[src/rtl/core/pmd_pkg.sv]
// Shared types, constants and CORDIC table for the PM carrier PLL demodulator
`default_nettype none
package pmd_pkg;
  localparam int SampleBits = 16;
  localparam int PhaseBits = 16;
  localparam int CordicStages = 24;
  localparam int CfgIdxBits = 2;
  localparam int CfgDataBits = 17;
  localparam logic [CfgIdxBits-1:0] CfgPhaseGain = 2'd0;
  localparam logic [CfgIdxBits-1:0] CfgFreqGain = 2'd1;
  localparam logic [CfgIdxBits-1:0] CfgFreqLimit = 2'd2;
  localparam logic [CfgIdxBits-1:0] CfgSubStep = 2'd3;
  localparam logic signed [33:0] CordicGainQ30 = 34'sd652032874;

  typedef enum logic [2:0] {
    StIdle, StTrig, StAngle, StMix, StMixOut, StLoop, StOut
  } back_state_e;

  function automatic logic [31:0] atan_tab(input logic [4:0] k);
    logic [31:0] r;
    case (k)
      5'd0: r = 32'd536870912;  5'd1: r = 32'd316933406;
      5'd2: r = 32'd167458907;  5'd3: r = 32'd85004756;
      5'd4: r = 32'd42667331;   5'd5: r = 32'd21354465;
      5'd6: r = 32'd10679838;   5'd7: r = 32'd5340245;
      5'd8: r = 32'd2670163;    5'd9: r = 32'd1335087;
      5'd10: r = 32'd667544;    5'd11: r = 32'd333772;
      5'd12: r = 32'd166886;    5'd13: r = 32'd83443;
      5'd14: r = 32'd41722;     5'd15: r = 32'd20861;
      5'd16: r = 32'd10430;     5'd17: r = 32'd5215;
      5'd18: r = 32'd2608;      5'd19: r = 32'd1304;
      5'd20: r = 32'd652;       5'd21: r = 32'd326;
      5'd22: r = 32'd163;       5'd23: r = 32'd81;
      default: r = 32'd0;
    endcase
    return r;
  endfunction
endpackage
`default_nettype wire

[src/rtl/core/pmd_front.sv]
// Input stage: accept sample words into a two-entry queue
`default_nettype none
module pmd_front #(
  parameter int SampleBits = pmd_pkg::SampleBits
) (
  input  wire logic                    clk_i,
  input  wire logic                    rst_ni,
  input  wire logic                    in_valid_i,
  output logic                         in_ready_o,
  input  wire logic [SampleBits-1:0]   in_i_i,
  input  wire logic [SampleBits-1:0]   in_q_i,
  output logic                         q_valid_o,
  input  wire logic                    q_ready_i,
  output logic [SampleBits-1:0]        q_i_o,
  output logic [SampleBits-1:0]        q_q_o
);
  logic [SampleBits-1:0] i_q [2];
  logic [SampleBits-1:0] qd_q [2];
  logic rd_q, wr_q;
  logic [1:0] cnt_q;
  logic push, pop;

  assign in_ready_o = (cnt_q != 2'd2);
  assign q_valid_o = (cnt_q != 2'd0);
  assign push = in_valid_i && in_ready_o;
  assign pop = q_valid_o && q_ready_i;
  assign q_i_o = i_q[rd_q];
  assign q_q_o = qd_q[rd_q];

  always_ff @(posedge clk_i or negedge rst_ni) begin
    if (!rst_ni) begin
      rd_q <= 1'b0;
      wr_q <= 1'b0;
      cnt_q <= 2'd0;
    end else begin
      if (push) wr_q <= ~wr_q;
      if (pop) rd_q <= ~rd_q;
      cnt_q <= cnt_q + {1'b0, push} - {1'b0, pop};
    end
  end

  always_ff @(posedge clk_i) begin
    if (push) begin
      i_q[wr_q] <= in_i_i;
      qd_q[wr_q] <= in_q_i;
    end
  end
endmodule
`default_nettype wire

[config.mk]
export PLATFORM = sky130hd
export DESIGN_NAME = pmd_front
export DESIGN_NICKNAME = d
export VERILOG_FILES = /design/src/rtl/core/pmd_pkg.sv /design/src/rtl/core/pmd_front.sv
export SDC_FILE = /design/constraint.sdc
export NUM_CORES = 1
export LEC_CHECK = 0
export BUFFER_PORTS_ARGS = -buffer_cell sky130_fd_sc_hd__clkbuf_2
export CAP_MARGIN = 10
export CORE_MARGIN = 2
export CORE_UTILIZATION = 51
export DETAILED_ROUTE_END_ITERATION = 10
export PLACE_DENSITY = 0.78
export SLEW_MARGIN = 20
export SYNTH_ARGS = -nofsm -noshare
export SYNTH_HDL_FRONTEND = slang
export SYNTH_SLANG_ARGS = --single-unit
[constraint.sdc]
create_clock -name clk_i -period 2.8 [get_ports clk_i]
set_input_delay 0.28 -clock clk_i [delete_from_list [all_inputs] [get_ports clk_i]]
set_output_delay 0.28 -clock clk_i [all_outputs]
set_load 0.005 [all_outputs]
==> run_results.csv, run 1 <==
group,metric,value,unit
power_and_ir_drop,p_leak,1.21,nW
sta,fmax,466,MHz
synthesis,yosysSeqAreaShare,80.2,%
setup_path,cp-start-kind,"flip-flop",
global_route,grt_max_degree,33,
synthesis,synth_fa_ha_area_share,0.993,%
place,dp_hpwl,2790,um
layout,ff_latch_area,2020,um^2
clock_network,cts_htree_levels,3,
layout,layout-drive-gt1-share,58.7,%
synthesis,synth_mux_area_share,14.3,%
layout,multiInputGateArea,463,um^2
setup_path,arrival,1.86,ns
clock_network,tritoncts,"built",
clock_network,clock_path_buffers,2,
drt,maxUsedRoutingLayer,"met4",
synthesis,synth_cell_type_count,15,
sta,period_share,76.6,%
clock_network,cts_sinks,68,
sta,worstMarginPinSlew,0.907,ns
job,drv_cap,0,
power_and_ir_drop,ir_worst_vdd,0.000615,V
drt,drtIter0Drc,56,
drt,finalWirelength,4180,um
clock_network,clk_latency,0.33,ns
drt,first_pass_iters,4,
synthesis,yosys.area_share.simple,1.39,%
drt,wl_met3,342,um
synthesis,synth_top_family_by_area,"multiplexers",
synthesis,syn_area,2520,um^2
setup_path,worstPathRequired,2.52,ns
synthesis,synth_compound_area_share,0,%
layout,post-route-util,65.6,%
sta,finalMaxSlewViolations,0,
drt,ant_nets,0,
global_route,grt.overflow.total,0,
layout,final_area,3120,um^2
sta,rsz0062_at_grt,"false",
synthesis,synth-xor-area-share,1.39,%
place,io_buffers,69,
floorplanning,dieHeight,74.3,um
synthesis,synth-seq-cells,68,
power_and_ir_drop,total_power,3.06,mW
drt,routedWlPerCell,15.6,um
setup_path,critical_path_class,"flip-flop to output port",
sta,finClkSkew,0.00363,ns
global_route,antenna_found_initial,0,
drt,vias,1306,
status,status,"finished, final reports clean",
floorplanning,die_w,74.3,um
drt,via_per_inst,4.87,
global_route,first_global_vias,1373,
clock_network,cts_made_buffers,9,
hold_path,min_path_type,"input port to flip-flop",
power_and_ir_drop,pwr_density_cell,982,nW/um^2
sta,fin_tns_setup,0,ns
drt,wl_met1,1780,um
synthesis,synth_top_cell_area_share,76.3,%
place,gp_congestion,0.694,
sta,min_period,2.14,ns
sta,hold_slack,0.134,ns
synthesis,syn_nets,155,
sta,setup_violations,0,
drt,met2_length,2010,um
setup_path,cp-end-kind,"output port",
global_route,grt_pass1_wl,5990,um
synthesis,synth_cells,117,
floorplanning,dieArea,5520,um^2
clock_network,cts-root-buf,"clkbuf_8",
drt,drc,0,
place,place_area,2950,um^2
synthesis,synth.area.top_cells,"edfxtp_1, mux2_2, dfrtp_1, buf_6, xnor2_1",
sta,hold_viol,0,
floorplanning,initial_core_util,53.0,%
layout,finalNetCount,234,
sta,slew_headroom,39.4,%
layout,n_fill_cell,358,
layout,num_antenna_cells,0,
floorplanning,core-area,4750,um^2
global_route,grt_usage,15.6,%
floorplanning,pin_count,70,
layout,syn_to_final_growth,23.8,%
synthesis,synth_area_leader_cell,"edfxtp_1",
clock_network,clk_pin_slew,0.07,ns
floorplanning,rows,25,
setup_path,crit_fanout,18,
setup_path,r2r_setup_slack,1.02,ns
synthesis,syn_area_per_cell,21.5,um^2
synthesis,yosysWarnings,0,
-- synth_stat cells --
cell type   n
buf_6       3
edfxtp_1   64
mux2_2     32
nand2_1     1
ha_1        2
or2_1       1
xor2_1      1
nor2_1      1
nand2b_1    1
and3_1      1
inv_1       1
xnor2_1     3
and2_4      1
dfrtp_1     4
buf_2       1
-- critical path: stages (launching register included) --
cell and delay (ns):
dfrtp_1 0.80, buf_12 0.25, mux2_2 0.36, clkbuf_2 0.12
-- cell families after synthesis --
group,count (synthesis)
AND/OR/NAND/NOR,6
XOR/XNOR,4
adder cells (fa/ha/maj),2
flip-flops,68
multiplexers,32
buffers and inverters,5
-- power by group --
part	leakage, nW	switching [mW]	internal [mW]	total, mW
sequential	0.641	0.111	1.40	1.51
clock	0.0872	0.331	0.342	0.673
combinational	0.482	0.409	0.471	0.881
-- metal layers --
layer  up-vias  global-route usage, %
met4         0                   7.74
met3         5                   5.83
met2        61                   25.9
met1       633                   17.9
met5         -                      0
li1        607                      -
-- final timing paths --
path	start	end	cells after the start
setup / recovery	rd_q$_DFFE_PN0P_	q_q_o[10]	3
hold / removal	in_q_i[4]	qd_q[0][4]$_DFFE_PP_	1
setup reg to reg	cnt_q[1]$_DFF_PN0_	qd_q[0][0]$_DFFE_PP_	3
hold reg to reg	cnt_q[0]$_DFF_PN0_	cnt_q[0]$_DFF_PN0_	1
max in group asynchronous	rst_ni	cnt_q[0]$_DFF_PN0_	2
min in group asynchronous	rst_ni	cnt_q[1]$_DFF_PN0_	2
-- per-stage QoR --
step / worst slack (ns) / std cells
after global placement: 1.04 / 251
after global routing: 0.561 / 268
after detailed placement: 0.976 / 251
after floorplan: 0.411 / 117
after CTS: 0.618 / 268
final: 0.656 / 268
-- placed cells by master (no fill, tap or decap) --
cell type	synthesis	final
and2_4	1	1
and3_1	1	1
buf_12	0	1
buf_4	0	1
clkbuf_1	0	3
clkbuf_2	0	69
clkbuf_8	0	10
clkinv_2	0	3
dfrtp_1	4	4
dlygate4sd3_1	0	1
edfxtp_1	64	64
ha_1	2	2
inv_1	1	1
mux2_2	32	32
nand2_1	1	1
nand2b_1	1	1
nor2_4	0	1
or2_1	1	1
xnor2_1	3	3
xor2_1	1	1
-- repair_timing --
action	in CTS	in global routing
hold buffers	1	0
gates resized for setup	0	0
hold endpoints to repair	4	0
setup buffers	0	0
-- area by class of cell --
| class | count | share of cell area, % |
|---|---|---|
| tap | 67 | 2.69 |
| sequential | 68 | 64.8 |
| inverter | 1 | 0.120 |
| clock inverter | 3 | 0.481 |
| timing repair buffer | 72 | 12.3 |
| multi-input combinational | 44 | 14.8 |
| clock buffer | 13 | 4.77 |
-- sequential cells by signal, indices dropped and copies added (netlist names) --
name,count
cnt_q,2
rd_q,1
i_q,32
wr_q,1
qd_q,32
Power figures use the tool's default switching activity.
==> run 2: changes to the inputs <==
--- a/config.mk
+++ b/config.mk
@@ -8,9 +8,9 @@
 export BUFFER_PORTS_ARGS = -buffer_cell sky130_fd_sc_hd__clkbuf_2
 export CAP_MARGIN = 10
 export CORE_MARGIN = 2
-export CORE_UTILIZATION = 51
+export CORE_UTILIZATION = 46
 export DETAILED_ROUTE_END_ITERATION = 10
-export PLACE_DENSITY = 0.78
+export PLACE_DENSITY = 0.74
 export SLEW_MARGIN = 20
 export SYNTH_ARGS = -nofsm -noshare
 export SYNTH_HDL_FRONTEND = slang
==> constraint.sdc (replaced) <==
create_clock -name clk_i -period 1.9 [get_ports clk_i]
set_input_delay 0.19 -clock clk_i [delete_from_list [all_inputs] [get_ports clk_i]]
set_output_delay 0.19 -clock clk_i [all_outputs]
set_load 0.005 [all_outputs]
==> run_results.csv, run 2 (same netlist as run 1, synthesis figures left out) <==
group,metric,value,unit
sta,finClkSkew,0.00653,ns
job,drv_cap,0,
sta,period_share,93.4,%
layout,syn_to_final_growth,24.5,%
global_route,grt_max_degree,19,
setup_path,worstPathRequired,2.11,ns
clock_network,clk_pin_slew,0.06,ns
layout,num_antenna_cells,0,
setup_path,cp-start-kind,"flip-flop",
clock_network,tritoncts,"built",
global_route,antenna_found_initial,0,
layout,layout_common_cells,"clkbuf_2, edfxtp_1, mux2_2",
layout,n_fill_cell,399,
floorplanning,die_w,78.0,um
hold_path,min_path_type,"input port to flip-flop",
status,status,"finished, final reports clean",
setup_path,crit_fanout,3,
setup_path,critical_path_class,"flip-flop to flip-flop",
setup_path,r2r_end,"cnt_q[1]$_DFF_PN0_",
layout,largestRegisters,"i_q x32, qd_q x32, cnt_q x2",
clock_network,clock_path_buffers,2,
place,dp_hpwl,2940,um
clock_network,clk_latency,0.33,ns
power_and_ir_drop,pwr_density_cell,1430,nW/um^2
layout,ff_latch_area,2020,um^2
setup_path,crit_end,"cnt_q[1]$_DFF_PN0_",
floorplanning,dieHeight,78.0,um
clock_network,post_cts_buffers,0,
clock_network,cts_made_buffers,9,
sta,setup_violations,0,
setup_path,cp-end-kind,"flip-flop",
floorplanning,pin_count,70,
floorplanning,dieArea,6090,um^2
setup_path,r2r_cells,7,
power_and_ir_drop,p_leak,1.22,nW
drt,vias,1337,
sta,fmax,563,MHz
drt,routedWlPerCell,15.3,um
layout,finalNetCount,238,
global_route,grt_pass1_wl,6440,um
drt,drc,0,
global_route,grt_usage,14.4,%
clock_network,cts_htree_levels,3,
layout,layout_commonest_cell,"clkbuf_2",
power_and_ir_drop,ir_worst_vdd,0.000870,V
setup_path,timing.rr.start,"cnt_q[1]$_DFF_PN0_",
layout,multiInputGateArea,470,um^2
place,io_buffers,69,
drt,finalWirelength,4200,um
floorplanning,initial_core_util,48.4,%
clock_network,cts_sinks,68,
drt,via_per_inst,4.86,
floorplanning,rows,26,
setup_path,arrival,1.99,ns
sta,hold_viol,0,
global_route,first_global_vias,1411,
clock_network,cts-root-buf,"clkbuf_8",
drt,ant_nets,0,
setup_path,r2r_setup_slack,0.12,ns
sta,slew_headroom,83.8,%
sta,min_period,1.78,ns
place,gp_congestion,0.662,
layout,post-route-util,60.3,%
sta,rsz0062_at_grt,"false",
drt,drtIter0Drc,47,
sta,finalMaxSlewViolations,0,
layout,layout-drive-gt1-share,59.0,%
sta,fin_tns_setup,0,ns
global_route,grt.overflow.total,0,
drt,first_pass_iters,4,
floorplanning,core-area,5200,um^2
setup_path,crit_path_start,"cnt_q[1]$_DFF_PN0_",
sta,worstMarginPinSlew,0.244,ns
==> run 2: cell types whose count changed in the layout (fill, tap and decap cells not counted), sizes merged <==
cell / change
buf: +4
==> run 2: how the worst min path moves through the flow <==
stage                     from                     to  slack (ns)  cells past startpoint
global placement        rst_ni     cnt_q[0]$_DFF_PN0_      0.0004                      1
CTS                 in_i_i[11]   i_q[1][11]$_DFFE_PP_        0.04                      1
floorplan               rst_ni     cnt_q[0]$_DFF_PN0_       -0.11                      0
finish              in_q_i[15]  qd_q[1][15]$_DFFE_PP_        0.05                      1
detailed placement      rst_ni     cnt_q[1]$_DFF_PN0_       0.003                      1
global route        in_i_i[11]   i_q[1][11]$_DFFE_PP_        0.04                      1
==> run 2: cell type report <==
cell class / instances / share of cell area, %
Sequential cell: 68 / 64.5
Multi-Input combinational cell: 44 / 15.0
Timing Repair Buffer: 76 / 12.8
Clock buffer: 13 / 4.43
Tap cell: 70 / 2.79
Clock inverter: 3 / 0.439
Inverter: 1 / 0.120
==> run 2: layer usage <==
metal  global-route usage, %  share of wire, %  vias to the layer above
li1                        -                 -                      620
met1                    15.9                40                      642
met2                    24.1                50                       64
met3                    5.17               8.1                       11
met4                    8.60               2.3                        0
met5                       0                 0                        -
==> run 2: critical path, stage by stage, from the launching register on <==
cell	delay, ns
dfrtp_1	0.42
or2_1	0.27
and2_4	0.17
ha_1	0.27
inv_1	0.04
ha_1	0.20
xnor2_2	0.15
xnor2_1	0.13
==> run 2: power breakdown <==
part           switching [mW]  internal, mW
logic                   0.677         0.719
clock network           0.458         0.466
registers               0.104          2.06
==> run 2: what timing repair did <==
item                                    CTS  global route
endpoints found under the hold margin     4             0
resized for setup                         0             1
hold buffers                              1             0
endpoints found under the setup margin    0             1
==> run 2: metrics by stage <==
step                area (um^2)  cells  power, mW  hold slack [ns]  setup slack (ns)
floorplan                  2520    117       3.04           -0.106            0.0357
global placement           2970    258       3.51         0.000378             0.275
detailed placement         2970    258       3.59          0.00335             0.129
CTS                        3130    275       4.52           0.0373             0.107
global route               3140    275       4.73           0.0351            0.0120
finish                     3140    275       4.48           0.0510             0.125
